`config.mk`:
```
export PLATFORM = sky130hd
export DESIGN_NAME = midi_sysex_display_command_parser_top_flat
export DESIGN_NICKNAME = d
export VERILOG_FILES = /design/src/hdl/msdcp_pkg.sv /design/src/hdl/msdcp_ifs.sv /design/src/hdl/midi_sysex_display_command_parser_top.sv /design/src/flat_wrapper.sv
export SDC_FILE = /design/constraint.sdc
export NUM_CORES = 1
export LEC_CHECK = 0
export BUFFER_PORTS_ARGS = -buffer_cell sky130_fd_sc_hd__buf_2
export CAP_MARGIN = 20
export CORE_ASPECT_RATIO = 0.6
export CORE_MARGIN = 10
export CORE_UTILIZATION = 57
export DETAILED_ROUTE_END_ITERATION = 10
export GPL_TIMING_DRIVEN = 0
export PLACE_DENSITY = 0.8
export SLEW_MARGIN = 15
export SYNTH_ARGS = -nofsm -noshare
export SYNTH_HDL_FRONTEND = slang
export SYNTH_SLANG_ARGS = --single-unit
```
`constraint.sdc`:
```
create_clock -name clk -period 4.3 [get_ports clk]
set_clock_uncertainty 0.1 [all_clocks]
set_input_delay 0.43 -clock clk [delete_from_list [all_inputs] [get_ports clk]]
set_output_delay 0.43 -clock clk [all_outputs]
set_load 0.005 [all_outputs]
```
`src/hdl/msdcp_pkg.sv`:
```
// Shared widths, codes and the SysEx header table of the display command parser.
package msdcp_pkg;

    localparam int OP_W     = 1;
    localparam int PORT_W   = 8;
    localparam int BYTE_W   = 8;
    localparam int ACTION_W = 3;
    localparam int TARGET_W = 8;
    localparam int VALUE_W  = 8;
    localparam int CMD_W    = 7;
    localparam int HDR_CNT_W = 3;
    localparam int DIGIT_W  = 3;
    localparam int POS_W    = 3;

    localparam logic [HDR_CNT_W-1:0] HDR_LEN = 3'd7;

    // Input word kinds
    localparam logic [OP_W-1:0] OP_BYTE    = 1'b0;
    localparam logic [OP_W-1:0] OP_TIMEOUT = 1'b1;

    // Result actions
    localparam logic [ACTION_W-1:0] ACT_CURSOR    = 3'd0;
    localparam logic [ACTION_W-1:0] ACT_CHAR      = 3'd1;
    localparam logic [ACTION_W-1:0] ACT_PTR_TYPE  = 3'd2;
    localparam logic [ACTION_W-1:0] ACT_PTR_VALUE = 3'd3;
    localparam logic [ACTION_W-1:0] ACT_DIGIT     = 3'd4;

    // Command codes
    localparam logic [CMD_W-1:0] CMD_TEXT    = 7'h10;
    localparam logic [CMD_W-1:0] CMD_POINTER = 7'h11;
    localparam logic [CMD_W-1:0] CMD_DIGITS  = 7'h12;

    // Cursor addresses of 40 and above move to the second line at 40h.
    localparam logic [BYTE_W-1:0] CURSOR_SPLIT = 8'd40;
    localparam logic [BYTE_W-1:0] CURSOR_LINE2 = 8'h40;

    localparam logic [DIGIT_W-1:0] DIGIT_MAX = 3'd7;

    function automatic logic [BYTE_W-1:0] hdr_byte(input logic [HDR_CNT_W-1:0] idx);
        logic [BYTE_W-1:0] b;
        unique case (idx)
            3'd0:    b = 8'hf0;
            3'd1:    b = 8'h00;
            3'd2:    b = 8'h01;
            3'd3:    b = 8'h0f;
            3'd4:    b = 8'h00;
            3'd5:    b = 8'h11;
            3'd6:    b = 8'h00;
            default: b = 8'h00;
        endcase
        return b;
    endfunction

endpackage

```
`src/hdl/msdcp_ifs.sv`:
```
// Valid/ready channel interfaces for the input words, results and configuration.
interface msdcp_in_if;
    import msdcp_pkg::*;
    logic                valid;
    logic                ready;
    logic [OP_W-1:0]     op;
    logic [PORT_W-1:0]   port;
    logic [BYTE_W-1:0]   data_byte;

    modport source (output valid, op, port, data_byte, input ready);
    modport sink   (input valid, op, port, data_byte, output ready);
endinterface

interface msdcp_out_if;
    import msdcp_pkg::*;
    logic                valid;
    logic                ready;
    logic [ACTION_W-1:0] action;
    logic [TARGET_W-1:0] target;
    logic [VALUE_W-1:0]  value;

    modport source (output valid, action, target, value, input ready);
    modport sink   (input valid, action, target, value, output ready);
endinterface

interface msdcp_cfg_if;
    import msdcp_pkg::*;
    logic                valid;
    logic                ready;
    logic [PORT_W-1:0]   data;

    modport source (output valid, data, input ready);
    modport sink   (input valid, data, output ready);
endinterface

```
`src/hdl/midi_sysex_display_command_parser_top.sv`:
```
// SysEx display command parser: an input register, one pass of parse logic and a
// result register. One word can be taken every cycle while input readiness holds; a result
// is registered when its word leaves the input register. Input readiness
// drops only while a result waits in the output register and the input register is
// also full. The home port register is written through cfg and must only change
// while no word is in flight.
module midi_sysex_display_command_parser_top (
    input  logic         clk,
    input  logic         rst_n,
    msdcp_in_if.sink     din,
    msdcp_out_if.source  dout,
    msdcp_cfg_if.sink    cfg
);
    import msdcp_pkg::*;

    typedef struct packed {
        logic [HDR_CNT_W-1:0] header_count;
        logic                 in_message;
        logic                 have_command;
        logic [CMD_W-1:0]     command_code;
        logic                 cursor_seen;
        logic                 type_seen;
        logic                 position_seen;
        logic [POS_W-1:0]     pointer_position;
        logic [DIGIT_W-1:0]   digit_count;
        logic [BYTE_W-1:0]    digit_pattern;
    } parse_t;

    logic [PORT_W-1:0]   home_port_reg;

    logic                in_valid_reg;
    logic [OP_W-1:0]     in_op_reg;
    logic [PORT_W-1:0]   in_port_reg;
    logic [BYTE_W-1:0]   in_byte_reg;

    parse_t              state_reg, state_next;

    logic                out_valid_reg;
    logic [ACTION_W-1:0] out_action_reg;
    logic [TARGET_W-1:0] out_target_reg;
    logic [VALUE_W-1:0]  out_value_reg;

    logic                res_valid;
    logic [ACTION_W-1:0] res_action;
    logic [TARGET_W-1:0] res_target;
    logic [VALUE_W-1:0]  res_value;

    logic                advance;
    logic                take_in;
    logic [DIGIT_W-1:0]  digit_inc;

    assign advance  = in_valid_reg && (!out_valid_reg || dout.ready);
    assign din.ready = !in_valid_reg || !out_valid_reg || dout.ready;
    assign take_in  = din.valid && din.ready;
    assign cfg.ready = 1'b1;

    assign dout.valid  = out_valid_reg;
    assign dout.action = out_action_reg;
    assign dout.target = out_target_reg;
    assign dout.value  = out_value_reg;

    assign digit_inc = (state_reg.digit_count < DIGIT_MAX)
                     ? state_reg.digit_count + 3'd1 : state_reg.digit_count;

    always_comb
    begin
        state_next = state_reg;
        res_valid  = 1'b0;
        res_action = ACT_CURSOR;
        res_target = '0;
        res_value  = '0;

        if (in_op_reg == OP_TIMEOUT)
        begin
            if (in_port_reg == home_port_reg)
            begin
                state_next.header_count  = '0;
                state_next.in_message    = 1'b0;
                state_next.have_command  = 1'b0;
                state_next.command_code  = '0;
                state_next.cursor_seen   = 1'b0;
                state_next.type_seen     = 1'b0;
                state_next.position_seen = 1'b0;
            end
        end
        else if (!state_reg.in_message)
        begin
            // Header bytes are matched from any port.
            if (state_reg.header_count < HDR_LEN
                && in_byte_reg == hdr_byte(state_reg.header_count))
            begin
                state_next.header_count = state_reg.header_count + 3'd1;
                if (state_reg.header_count + 3'd1 == HDR_LEN)
                    state_next.in_message = 1'b1;
            end
            else
            begin
                state_next.header_count  = '0;
                state_next.in_message    = 1'b0;
                state_next.have_command  = 1'b0;
                state_next.command_code  = '0;
                state_next.cursor_seen   = 1'b0;
                state_next.type_seen     = 1'b0;
                state_next.position_seen = 1'b0;
            end
        end
        else if (in_port_reg != home_port_reg)
        begin
            state_next = state_reg;
        end
        else if (in_byte_reg[BYTE_W-1] || (!state_reg.have_command
                 && in_byte_reg[CMD_W-1:0] != CMD_TEXT
                 && in_byte_reg[CMD_W-1:0] != CMD_POINTER
                 && in_byte_reg[CMD_W-1:0] != CMD_DIGITS))
        begin
            // A status byte or an unknown command ends the message.
            state_next.header_count  = '0;
            state_next.in_message    = 1'b0;
            state_next.have_command  = 1'b0;
            state_next.command_code  = '0;
            state_next.cursor_seen   = 1'b0;
            state_next.type_seen     = 1'b0;
            state_next.position_seen = 1'b0;
        end
        else if (!state_reg.have_command)
        begin
            state_next.have_command = 1'b1;
            state_next.command_code = in_byte_reg[CMD_W-1:0];
            if (in_byte_reg[CMD_W-1:0] == CMD_DIGITS)
                state_next.digit_count = '0;
        end
        else if (state_reg.command_code == CMD_TEXT)
        begin
            res_valid = 1'b1;
            if (!state_reg.cursor_seen)
            begin
                state_next.cursor_seen = 1'b1;
                res_action = ACT_CURSOR;
                res_target = (in_byte_reg < CURSOR_SPLIT) ? in_byte_reg
                           : in_byte_reg - CURSOR_SPLIT + CURSOR_LINE2;
            end
            else
            begin
                res_action = ACT_CHAR;
                res_value  = in_byte_reg;
            end
        end
        else if (state_reg.command_code == CMD_POINTER)
        begin
            if (!state_reg.type_seen)
            begin
                state_next.type_seen = 1'b1;
                res_valid  = 1'b1;
                res_action = ACT_PTR_TYPE;
                res_value  = in_byte_reg;
            end
            else if (!state_reg.position_seen)
            begin
                state_next.position_seen    = 1'b1;
                state_next.pointer_position = in_byte_reg[POS_W-1:0];
            end
            else
            begin
                res_valid  = 1'b1;
                res_action = ACT_PTR_VALUE;
                res_target = {{(TARGET_W-POS_W){1'b0}}, state_reg.pointer_position};
                res_value  = in_byte_reg;
            end
        end
        else if (state_reg.command_code == CMD_DIGITS)
        begin
            state_next.digit_count = digit_inc;
            unique case (digit_inc)
                3'd1, 3'd3:
                begin
                    // Bit 6 of the first byte also lights the top segment bit.
                    state_next.digit_pattern = {in_byte_reg[3] | in_byte_reg[6],
                                                in_byte_reg[2:0], 4'b0000};
                end
                3'd2, 3'd4:
                begin
                    res_valid  = 1'b1;
                    res_action = ACT_DIGIT;
                    res_target = (digit_inc == 3'd4) ? 8'd1 : 8'd0;
                    res_value  = state_reg.digit_pattern | {4'b0000, in_byte_reg[3:0]};
                end
                default:
                begin
                    res_valid = 1'b0;
                end
            endcase
        end
        else
        begin
            state_next.header_count  = '0;
            state_next.in_message    = 1'b0;
            state_next.have_command  = 1'b0;
            state_next.command_code  = '0;
            state_next.cursor_seen   = 1'b0;
            state_next.type_seen     = 1'b0;
            state_next.position_seen = 1'b0;
        end
    end

    always_ff @(posedge clk or negedge rst_n)
    begin
        if (!rst_n)
        begin
            home_port_reg <= '0;
            in_valid_reg  <= 1'b0;
            state_reg     <= '0;
            out_valid_reg <= 1'b0;
        end
        else
        begin
            if (cfg.valid)
                home_port_reg <= cfg.data;

            if (take_in)
                in_valid_reg <= 1'b1;
            else if (advance)
                in_valid_reg <= 1'b0;

            if (advance)
            begin
                state_reg     <= state_next;
                out_valid_reg <= res_valid;
            end
            else if (dout.ready)
                out_valid_reg <= 1'b0;
        end
    end

    always_ff @(posedge clk)
    begin
        if (take_in)
        begin
            in_op_reg   <= din.op;
            in_port_reg <= din.port;
            in_byte_reg <= din.data_byte;
        end
        if (advance && res_valid)
        begin
            out_action_reg <= res_action;
            out_target_reg <= res_target;
            out_value_reg  <= res_value;
        end
    end

endmodule

```
`src/flat_wrapper.sv`:
```
// flat-port wrapper written by rule: the top's interface ports become plain ports
module midi_sysex_display_command_parser_top_flat import msdcp_pkg::*;
  (clk, rst_n, din_valid, din_op, din_port, din_data_byte, din_ready, dout_valid, dout_action, dout_target, dout_value, dout_ready, cfg_valid, cfg_data, cfg_ready);
  msdcp_in_if din_i ();
  msdcp_out_if dout_i ();
  msdcp_cfg_if cfg_i ();
  input  logic clk;
  input  logic rst_n;
  input wire logic [$bits(din_i.valid)-1:0] din_valid;
  input wire logic [$bits(din_i.op)-1:0] din_op;
  input wire logic [$bits(din_i.port)-1:0] din_port;
  input wire logic [$bits(din_i.data_byte)-1:0] din_data_byte;
  output wire logic [$bits(din_i.ready)-1:0] din_ready;
  output wire logic [$bits(dout_i.valid)-1:0] dout_valid;
  output wire logic [$bits(dout_i.action)-1:0] dout_action;
  output wire logic [$bits(dout_i.target)-1:0] dout_target;
  output wire logic [$bits(dout_i.value)-1:0] dout_value;
  input wire logic [$bits(dout_i.ready)-1:0] dout_ready;
  input wire logic [$bits(cfg_i.valid)-1:0] cfg_valid;
  input wire logic [$bits(cfg_i.data)-1:0] cfg_data;
  output wire logic [$bits(cfg_i.ready)-1:0] cfg_ready;
  assign din_i.valid = din_valid;
  assign din_i.op = din_op;
  assign din_i.port = din_port;
  assign din_i.data_byte = din_data_byte;
  assign din_ready = din_i.ready;
  assign dout_valid = dout_i.valid;
  assign dout_action = dout_i.action;
  assign dout_target = dout_i.target;
  assign dout_value = dout_i.value;
  assign dout_i.ready = dout_ready;
  assign cfg_i.valid = cfg_valid;
  assign cfg_i.data = cfg_data;
  assign cfg_ready = cfg_i.ready;
  midi_sysex_display_command_parser_top u_core (.clk(clk), .rst_n(rst_n), .din(din_i), .dout(dout_i), .cfg(cfg_i));
endmodule
```
* After elaboration in Yosys (flattened, before gate mapping)
Index checks and enable logic that the tools add are counted.
** Cells by class
- Add/sub/neg operators :: 4
- Multipliers :: 0
- Divide/modulo/power cells :: 0
- Magnitude comparators :: 3
- Equality and inequality tests :: 37
- Shifts and indexed selects :: 0
- Muxes and demuxes :: 80
- Bitwise gates (word level) :: 9
- Reductions and logical operators :: 31
** Operator list (count)
- $mux 8 :: 19
- $mux 15 :: 9
- $mux 4 :: 10
- $ne 5x4->1 const B :: 7
- $mux 11 :: 3
- $mux 3 :: 11
- $pmux 8 s4 :: 1
- $mux 29 :: 1
- $eq 7x5->1 const B :: 4
- $reduce_and 7->1 :: 4
- $ne 7x5->1 const B :: 3
- $reduce_and 10->1 :: 2
- $mux 1 :: 19
- $eq 8x8->1 :: 2
- $mux 16 :: 1
- $ne 4x3->1 const B :: 4
- $ne 8x7->1 const B :: 2
- $mux 14 :: 1
- $mux 13 :: 1
- $eq 3x2->1 const B :: 4
- $mux 12 :: 1
- $eq 3x3->1 const B :: 3
- $reduce_and 9->1 :: 1
- $add 8x7->8 const B :: 1
- other kinds (24) :: 50
** Word-level totals
- Bits in registers :: 71
- Bits in latches :: 0
- RAM bits :: 0
- ROM bits :: 0
- Input port bits :: 30
- Output and inout bits :: 22
- Word-level logic and storage cells :: 183
- Memories :: 0

* Depth between registers and ports, before layout
Gate-level depths: netlist of run 1.
- Word-level depth :: 16
- Gate-level depth with buffers :: 9
- Mapped depth without buffers :: 8

* Worst setup path after synthesis of run 1
No wires, ideal clock.
- Path type :: register to register
- Start point :: register u_core.state_reg[8] in the netlist's numbering
- End point :: register u_core.out_action_reg[0] (netlist: u_core.dout.action[0]), enable pin
- Setup time :: 0.395 ns
- Arrival time :: 2.522 ns
- Path slack :: 1.283 ns
- Stages on the path, launching flop included :: 7
- Buffers on the path :: 0
- Path through :: dfrtp_1 > ha_1 > or3b_2 > a211o_1 > o21ai_0 > a21oi_1 > nor2_1
** Between the ends
- Longest elaborated chain between the ends :: 14
** RTL lines
- start, declared :: line midi_sysex_display_command_parser_top.sv:36 : parse_t state_reg, state_next;
- start signal, assigned :: line midi_sysex_display_command_parser_top.sv:226 : state_reg <= state_next;
- $add 3x1->3 / $lt 3x3->1 (equally long branches) :: line midi_sysex_display_command_parser_top.sv:63, midi_sysex_display_command_parser_top.sv:62
- $mux 3 * :: line midi_sysex_display_command_parser_top.sv:63 : ? state_reg.digit_count + 3'd1 : state_reg.digit_count;
- $eq 3x2->1 / $eq 3x3->1 (equally long branches) :: line midi_sysex_display_command_parser_top.sv:173 : unique case (digit_inc)
- $reduce_or 2->1 * :: line midi_sysex_display_command_parser_top.sv:173
- $mux 1 * :: line midi_sysex_display_command_parser_top.sv:173
- $mux 1 * :: line midi_sysex_display_command_parser_top.sv:170 : else if (state_reg.command_code == CMD_DIGITS)
- $mux 1 * :: line midi_sysex_display_command_parser_top.sv:148 : else if (state_reg.command_code == CMD_POINTER)
- $mux 1 * :: line midi_sysex_display_command_parser_top.sv:132 : else if (state_reg.command_code == CMD_TEXT)
- $mux 1 * :: line midi_sysex_display_command_parser_top.sv:125 : else if (!state_reg.have_command)
- $mux 1 * :: line midi_sysex_display_command_parser_top.sv:111 : else if (in_byte_reg[BYTE_W-1] || (!state_reg.have_command
- $mux 1 * :: line midi_sysex_display_command_parser_top.sv:107 : else if (in_port_reg != home_port_reg)
- $mux 1 * :: line midi_sysex_display_command_parser_top.sv:86 : else if (!state_reg.in_message)
- $mux 1 * :: line midi_sysex_display_command_parser_top.sv:73 : if (in_op_reg == OP_TIMEOUT)
- $logic_and 1x1->1 * :: line midi_sysex_display_command_parser_top.sv:242 : if (advance && res_valid)
- end signal, assigned :: line midi_sysex_display_command_parser_top.sv:244 : out_action_reg <= res_action;
- end, declared :: line midi_sysex_display_command_parser_top.sv:39 : logic [ACTION_W-1:0] out_action_reg;
Every way passes the cells marked *; elsewhere a longest branch is shown, timed or not.
A chain may end at the register's enable or synchronous reset.

* Worst setup path after layout of run 1
- Start point :: register u_core.state_reg[8] in the netlist's numbering
- End point :: register u_core.out_target_reg[7] (netlist: u_core.dout.target[7]), enable pin
** Between the ends
- Longest elaborated chain between the ends :: 14
** RTL lines
- $add 3x1->3 / $lt 3x3->1 (equally long branches) :: line midi_sysex_display_command_parser_top.sv:63, midi_sysex_display_command_parser_top.sv:62
- $mux 3 * :: line midi_sysex_display_command_parser_top.sv:63
- $eq 3x2->1 / $eq 3x3->1 (equally long branches) :: line midi_sysex_display_command_parser_top.sv:173
- $reduce_or 2->1 * :: line midi_sysex_display_command_parser_top.sv:173
- $mux 1 * :: line midi_sysex_display_command_parser_top.sv:173
- $mux 1 * :: line midi_sysex_display_command_parser_top.sv:170
- $mux 1 * :: line midi_sysex_display_command_parser_top.sv:148
- $mux 1 * :: line midi_sysex_display_command_parser_top.sv:132
- $mux 1 * :: line midi_sysex_display_command_parser_top.sv:125
- $mux 1 * :: line midi_sysex_display_command_parser_top.sv:111
- $mux 1 * :: line midi_sysex_display_command_parser_top.sv:107
- $mux 1 * :: line midi_sysex_display_command_parser_top.sv:86
- $mux 1 * :: line midi_sysex_display_command_parser_top.sv:73
- $logic_and 1x1->1 * :: line midi_sysex_display_command_parser_top.sv:242
- end signal, assigned :: line midi_sysex_display_command_parser_top.sv:245 : out_target_reg <= res_target;
- end, declared :: line midi_sysex_display_command_parser_top.sv:40 : logic [TARGET_W-1:0] out_target_reg;
Marked as above.

==> flow_summary.ini, run 1 <==
[placement]
numPortBuffers = 49
gp_congestion = 0.905
dpl.hpwl_um = 5950

[clock_network]
clkTransAtPathRegs_ns = 0.07
post_cts_setup_repair_bufs = 0
cts-buffers-inserted = 9
tritoncts = done
ctsRootBufferMaster = clkbuf_8
cts-htree-levels = 3
holdBufCountCts = 0
clock_insertion_delay_at_the_later_pin_of_the_skew_report_ns = 0.34
resized_cells_post_cts = 0
clock_sink_count = 71
cts_max_path_buffers = 2

[cells_and_area]
nFillCells = 480
final_net_count = 405
layout_commonest_cell = buf_2
syn2layout_area_growth_pct = 15.6
regArea_mm2 = 0.00196
antennaDiodeCount = 0
multi_input_area_mm2 = 0.00147
drive_gt1_frac = 0.249
largest_register_ffs = 25
leading_cell_types_in_the_layout_fill_and_taps_excluded = buf_2 (52), edfxtp_1 (36), dfrtp_1 (35)

[worst_setup_path]
timing.reg2reg.worst_path_depth = 6
worst_path_largest_cell_delay_ns = 0.78
setup.worst_path.class = flop to flop
crit_required_ns = 4.17
reg2reg_from = u_core.state_reg[8]
timing.critical_path.buf_inv = 0
path_delay_family = simple AND/OR/NAND/NOR gates
timing.critical_path.slowest_stage_cell = nor2_2
critical_path.startpoint_type = flop
critPathMaxFanout = 19
end_kind = flop
regToRegSetupSlack_ns = 1.15
crit_arrival_ns = 3.02
worst_setup_path_startpoint = u_core.state_reg[8]
rr_endpoint = u_core.dout.target[7]
crit_chain = ha_1, or3b_2, a211o_1, o21ai_0, a21oi_1, nor2_2

[die]
rows = 22
die_width_um = 122
core_area_mm2 = 0.00606
floorplan.die_area_mm2 = 0.00986
initial_core_util = 0.584
pin_count = 52
die_h_um = 81.0

[power_and_ir_drop]
comb_power_share = 0.072
ir_drop_mv = 0.298
power_report.internal_total_w = 0.00109
total_leakage_power_nw = 1.77
swShare = 0.219
proportion_of_power_drawn_by_the_clock_network = 0.391
sequentialPowerShare = 0.537
power.density_mw_per_mm2 = 342
switchingPower_w = 0.000306

[sta]
achievable-frequency_ghz = 0.318
grt_setup_unrepaired = no
tns_ns = 0
period_needed_ns = 3.15
final_min_period_over_clock_period = 0.732
setup_viol = 0
report.final.slew_viol_count = 0
max_slew.worst_pin.slew_ns = 0.903
final.hold.worst_slack_ns = 0.0662
slew_headroom = 0.398
final_hold_viol_count = 0

[logic_synthesis]
post_synth_num_cell_types = 56
ys_seq_area_frac = 0.553
synth_top_cell_by_area = edfxtp_1
synthTopCellsByArea = edfxtp_1 (31%), dfrtp_1 (25%), mux2_2 (4.8%), ha_1 (3.2%), nor2_1 (2.5%)
synth_top_area_share = 0.306
synth_fp_nets = 345
synth_area_mm2 = 0.00354
ys_async_sr_fraction = 0.493
synthesized_instance_count = 306
postSynthAreaPerCell_um2 = 11.6
synth_edf_count = 36
ys.flop_type = edfxtp_1
synth_seq_cells = 71
synth-warning-count = 0

[worst_hold_path]
hold_path.class = input pin to async pin

[detailed_routing]
drt_first_iter_violations = 344
average_wire_length_per_cell_after_detail_routing_um = 17.2
antenna_left = 0
routed_via_density = 5.70
route.vias.total = 2588
drc_errors = 0
drtPass1Iterations = 5
totalWireLength_um = 7830

[run]
cap_violations = 0

[global_routing]
first_global_vias = 2630
grt_start_max_net_pins = 36
grt_util_all_layers = 0.170
grt_first_pass_wirelength_um = 13000
grt_overflow_total = 0
antenna_found_initial = 0

[outcome]
status = finished clean
power by group through the flow:
stage / Sequential, W / Combinational [W] / Clock, W
2_1_floorplan: 0.000760 / 0.0000656 / 0
3_3_place_gp: 0.000764 / 0.0000962 / 0
3_5_place_dp: 0.000765 / 0.000100 / 0
4_1_cts: 0.000751 / 0.000101 / 0.000559
5_1_grt: 0.000753 / 0.000109 / 0.000590
6_report: 0.000751 / 0.000100 / 0.000547
worst max-delay path by stage:
stage / end / slack, ns / cells past startpoint
after floorplan: u_core.dout.action[0] / 1.28 / 6
after global placement: u_core.dout.value[7] / 0.80 / 6
after detailed placement: u_core.dout.target[4] / 1.12 / 6
after CTS: u_core.dout.value[4] / 1.11 / 6
after global routing: u_core.dout.value[4] / 0.95 / 6
final: u_core.dout.target[7] / 1.15 / 6
final cells by class:
class,instances,share of cell area
flip-flops and latches,71,0.478
multi-input cells,207,0.359
repair buffers,49,0.0600
clock buffers,9,0.0303
well taps,84,0.0257
clock inverters,6,0.0187
inverters,18,0.0165
plain buffers,10,0.0110
synth_stat cells, types with 3 or more instances:
library cell	n
a21oi_1	13
and2_1	6
buf_2	3
clkbuf_1	6
dfrtp_1	35
edfxtp_1	36
ha_1	9
inv_1	18
mux2_2	15
mux2_4	3
mux2i_1	4
nand2_1	23
nand2b_1	7
nand3_1	4
nand4_1	3
nor2_1	24
nor2b_1	3
nor3_1	11
nor3b_1	3
nor4_1	9
o21ai_0	12
or3_1	5
xor2_1	9
per-stage QoR:
stage	total power, W	cells	instance area [um^2]	util	worst slack, ns
final	0.00140	454	4090	0.675	1.15
after global routing	0.00145	454	4090	0.675	0.950
after CTS	0.00141	454	4090	0.675	1.11
after detailed placement	0.000865	439	3890	0.642	1.12
after global placement	0.000860	439	3890	0.642	0.800
after floorplan	0.000825	306	3540	-	1.28
cell families after synthesis:
logic type               synth area share
other                             0.00106
adder cells (fa/ha/maj)            0.0318
AO/OA/AOI/OAI                      0.0976
buffers and inverters              0.0318
flip-flops                          0.553
XOR/XNOR                           0.0272
AND/OR/NAND/NOR                     0.182
multiplexers                       0.0750
metal layers:
layer	vias up	routed length (um)	global-route usage
li1	1235	-	-
met1	1238	3680	0.224
met2	105	3380	0.259
met3	10	678	0.0672
met4	0	87	0.0367
met5	-	0	0
No activity file was read; power rests on OpenSTA's default activity.
==> run 2, diff against run 1 <==
--- a/config.mk
+++ b/config.mk
@@ -5,6 +5,7 @@
 export SDC_FILE = /design/constraint.sdc
 export NUM_CORES = 1
 export LEC_CHECK = 0
+export ABC_AREA = 1
 export BUFFER_PORTS_ARGS = -buffer_cell sky130_fd_sc_hd__buf_2
 export CAP_MARGIN = 20
 export CORE_ASPECT_RATIO = 0.6
@@ -12,7 +13,7 @@
 export CORE_UTILIZATION = 57
 export DETAILED_ROUTE_END_ITERATION = 10
 export GPL_TIMING_DRIVEN = 0
-export PLACE_DENSITY = 0.8
+export PLACE_DENSITY = 0.79
 export SLEW_MARGIN = 15
 export SYNTH_ARGS = -nofsm -noshare
 export SYNTH_HDL_FRONTEND = slang
==> constraint.sdc (replaced) <==
create_clock -name clk -period 3.2 [get_ports clk]
set_clock_uncertainty 0.1 [all_clocks]
set_input_delay 0.32 -clock clk [delete_from_list [all_inputs] [get_ports clk]]
set_output_delay 0.32 -clock clk [all_outputs]
set_load 0.005 [all_outputs]
==> run 2 against run 1 <==
Maximum frequency increased by 33%. Register-to-register slack got worse by 0.32 ns. Synthesized cell count increased by 32%. Wire length increased by 3.5%. Die area increased by 2.3%. Total power increased by 31%. Critical path type unchanged.
==> flow_summary.ini, run 2 <==
[power_and_ir_drop]
switchingPower_w = 0.000437
power.density_mw_per_mm2 = 436
proportion_of_power_drawn_by_the_clock_network = 0.372
total_leakage_power_nw = 2.05
ir_drop_mv = 0.366
swShare = 0.239
fin_total_pwr_w = 0.00183
comb_power_share = 0.076
power_report.internal_total_w = 0.00139
sequentialPowerShare = 0.552

[worst_setup_path]
regToRegSetupSlack_ns = 0.84
end_kind = flop
setup.worst_path.class = flop to flop
rr_endpoint = u_core.dout.value[5]
crit_required_ns = 3.16
reg2reg_from = u_core.state_reg[8]
critical_path.startpoint_type = flop
critPathMaxFanout = 17
crit_arrival_ns = 2.33
worst_setup_path_startpoint = u_core.state_reg[8]
critPathCapture = u_core.dout.value[5]
timing.reg2reg.worst_path_depth = 7

[cells_and_area]
final_net_count = 505
syn2layout_area_growth_pct = 15.3
leading_cell_types_in_the_layout_fill_and_taps_excluded = nand2_1 (103), inv_1 (51), buf_2 (49)
drive_gt1_frac = 0.214
layout_commonest_cell = nand2_1
antennaDiodeCount = 0
postLayoutCellArea_mm2 = 0.00420
largest_register_ffs = 25

[sta]
setup_viol = 0
final_hold_viol_count = 0
max_slew.worst_pin.slew_ns = 0.919
tns_ns = 0
report.final.slew_viol_count = 0
grt_setup_unrepaired = no
achievable-frequency_ghz = 0.423
period_needed_ns = 2.36
final_min_period_over_clock_period = 0.738
slew_headroom = 0.386

[clock_network]
ctsRootBufferMaster = clkbuf_8
clock_insertion_delay_at_the_later_pin_of_the_skew_report_ns = 0.36
post_cts_setup_repair_bufs = 0
cts_max_path_buffers = 2
cts-htree-levels = 3
tritoncts = done
cts-buffers-inserted = 9
clock_sink_count = 71
clkTransAtPathRegs_ns = 0.07

[die]
die_h_um = 81.9
rows = 22
initial_core_util = 0.591
floorplan.die_area_mm2 = 0.0101
core_area_mm2 = 0.00617
pin_count = 52
die_width_um = 123

[global_routing]
antenna_found_initial = 0
grt_start_max_net_pins = 36
grt_first_pass_wirelength_um = 13300
grt_util_all_layers = 0.168
first_global_vias = 2777
grt_overflow_total = 0

[detailed_routing]
totalWireLength_um = 8100
drc_errors = 0
routed_via_density = 5.30
drtPass1Iterations = 5
drt_first_iter_violations = 331
antenna_left = 0
average_wire_length_per_cell_after_detail_routing_um = 14.6
route.vias.total = 2940

[logic_synthesis]
synth_area_mm2 = 0.00364
synth_fp_nets = 443
most_numerous_cell_in_the_yosys_netlist = nand2_1
synthTopCellsByArea = edfxtp_1 (30%), dfrtp_1 (24%), nand2_1 (11%), inv_1 (5.3%), nor2_1 (4.0%)
postSynthAreaPerCell_um2 = 9.01
synth_edf_count = 36
synth_seq_cells = 71
ys.flop_type = edfxtp_1
ys_seq_area_frac = 0.537
synth_commonest_cells = nand2_1 (103), inv_1 (51), nor2_1 (39)
synth-warning-count = 0
ys_async_sr_fraction = 0.493
post_synth_num_cell_types = 37
synthesized_instance_count = 404
synth_top_cell_by_area = edfxtp_1
synth_top_area_share = 0.297

[worst_hold_path]
hold_path.class = input pin to flop
timing.hold.worst_path_depth = 1

[placement]
postPlaceCellArea_mm2 = 0.00401
numPortBuffers = 49
dpl.hpwl_um = 6240
gp_congestion = 0.925

[outcome]
status = finished clean

[run]
cap_violations = 0
==> run 2: changes by cell type in the layout (fill, tap and decap cells not counted), sizes merged, moves of 10 or more <==
cell	delta
o21ai	+10
nor4	-10
nand2	+82
mux2	-13
nor2	+25
inv	+38
nand3	+23
==> run 2: cell families after synthesis <==
family | synth area share
compound gates | 0.0584
xor+xnor | 0.0265
fa+ha+maj | 0.0309
buf+inv | 0.0619
flops | 0.537
mux | 0.0186
other cells | 0.00103
simple gates | 0.265
==> run 2: worst max-delay path, stage by stage (launching register included) <==
cell	delay [ns]
dfrtp_1	0.44
ha_1	0.24
xnor2_1	0.25
nand3_1	0.15
o21ai_2	0.26
o21ai_2	0.19
nor2_2	0.21
buf_6	0.23
==> run 2: area by class of cell <==
cell class,instances,area (um^2)
Sequential cell,71,1960
Multi-Input combinational cell,274,1460
Buffer,3,15.0
Clock inverter,5,50.0
Inverter,56,210
Fill cell,507,1970
Timing Repair Buffer,51,267
Clock buffer,11,131
Tap cell,84,105
==> run 2: metal layers <==
layer | track usage | vias to the layer above | part of all wire
met4 | 0.0417 | 0 | 0.0070
li1 | - | 1448 | -
met2 | 0.260 | 115 | 0.45
met5 | 0 | - | 0
met1 | 0.223 | 1369 | 0.44
met3 | 0.0582 | 8 | 0.097
==> run 2: worst min-delay path by stage <==
stage | from | end | slack [ns]
floorplan | rst_n | u_core.dout.valid | -0.08
global placement | rst_n | u_core.in_valid_reg | 0.35
detailed placement | rst_n | u_core.in_valid_reg | 0.35
CTS | din_data_byte[5] | u_core.in_byte_reg[5] | 0.02
global route | din_port[0] | u_core.in_port_reg[0] | 0.02
finish | din_data_byte[0] | u_core.in_byte_reg[0] | 0.03
==> run 2: per-stage QoR <==
step / std cells / hold slack (ns) / utilization / setup slack, ns
floorplan: 404 / -0.0756 / - / 0.628
global placement: 537 / 0.355 / 0.647 / 0.0915
detailed placement: 538 / 0.349 / 0.650 / 0.871
CTS: 555 / 0.0240 / 0.681 / 0.826
global route: 555 / 0.0157 / 0.681 / 0.685
finish: 555 / 0.0325 / 0.681 / 0.837
==> run 2: repair_timing <==
item,4_1_cts,5_1_grt
hold buffers,1,0
resized for setup,0,0
endpoints found under the setup margin,0,0
endpoints found under the hold margin,35,0
==> run 2: power groups by stage <==
stage / sequential (W) / clock [W] / combinational, W
2_1_floorplan: 0.00102 / 0 / 0.0000890
3_3_place_gp: 0.00103 / 0 / 0.000132
3_5_place_dp: 0.00103 / 0 / 0.000136
4_1_cts: 0.00101 / 0.000689 / 0.000139
5_1_grt: 0.00101 / 0.000734 / 0.000156
6_report: 0.00101 / 0.000681 / 0.000139
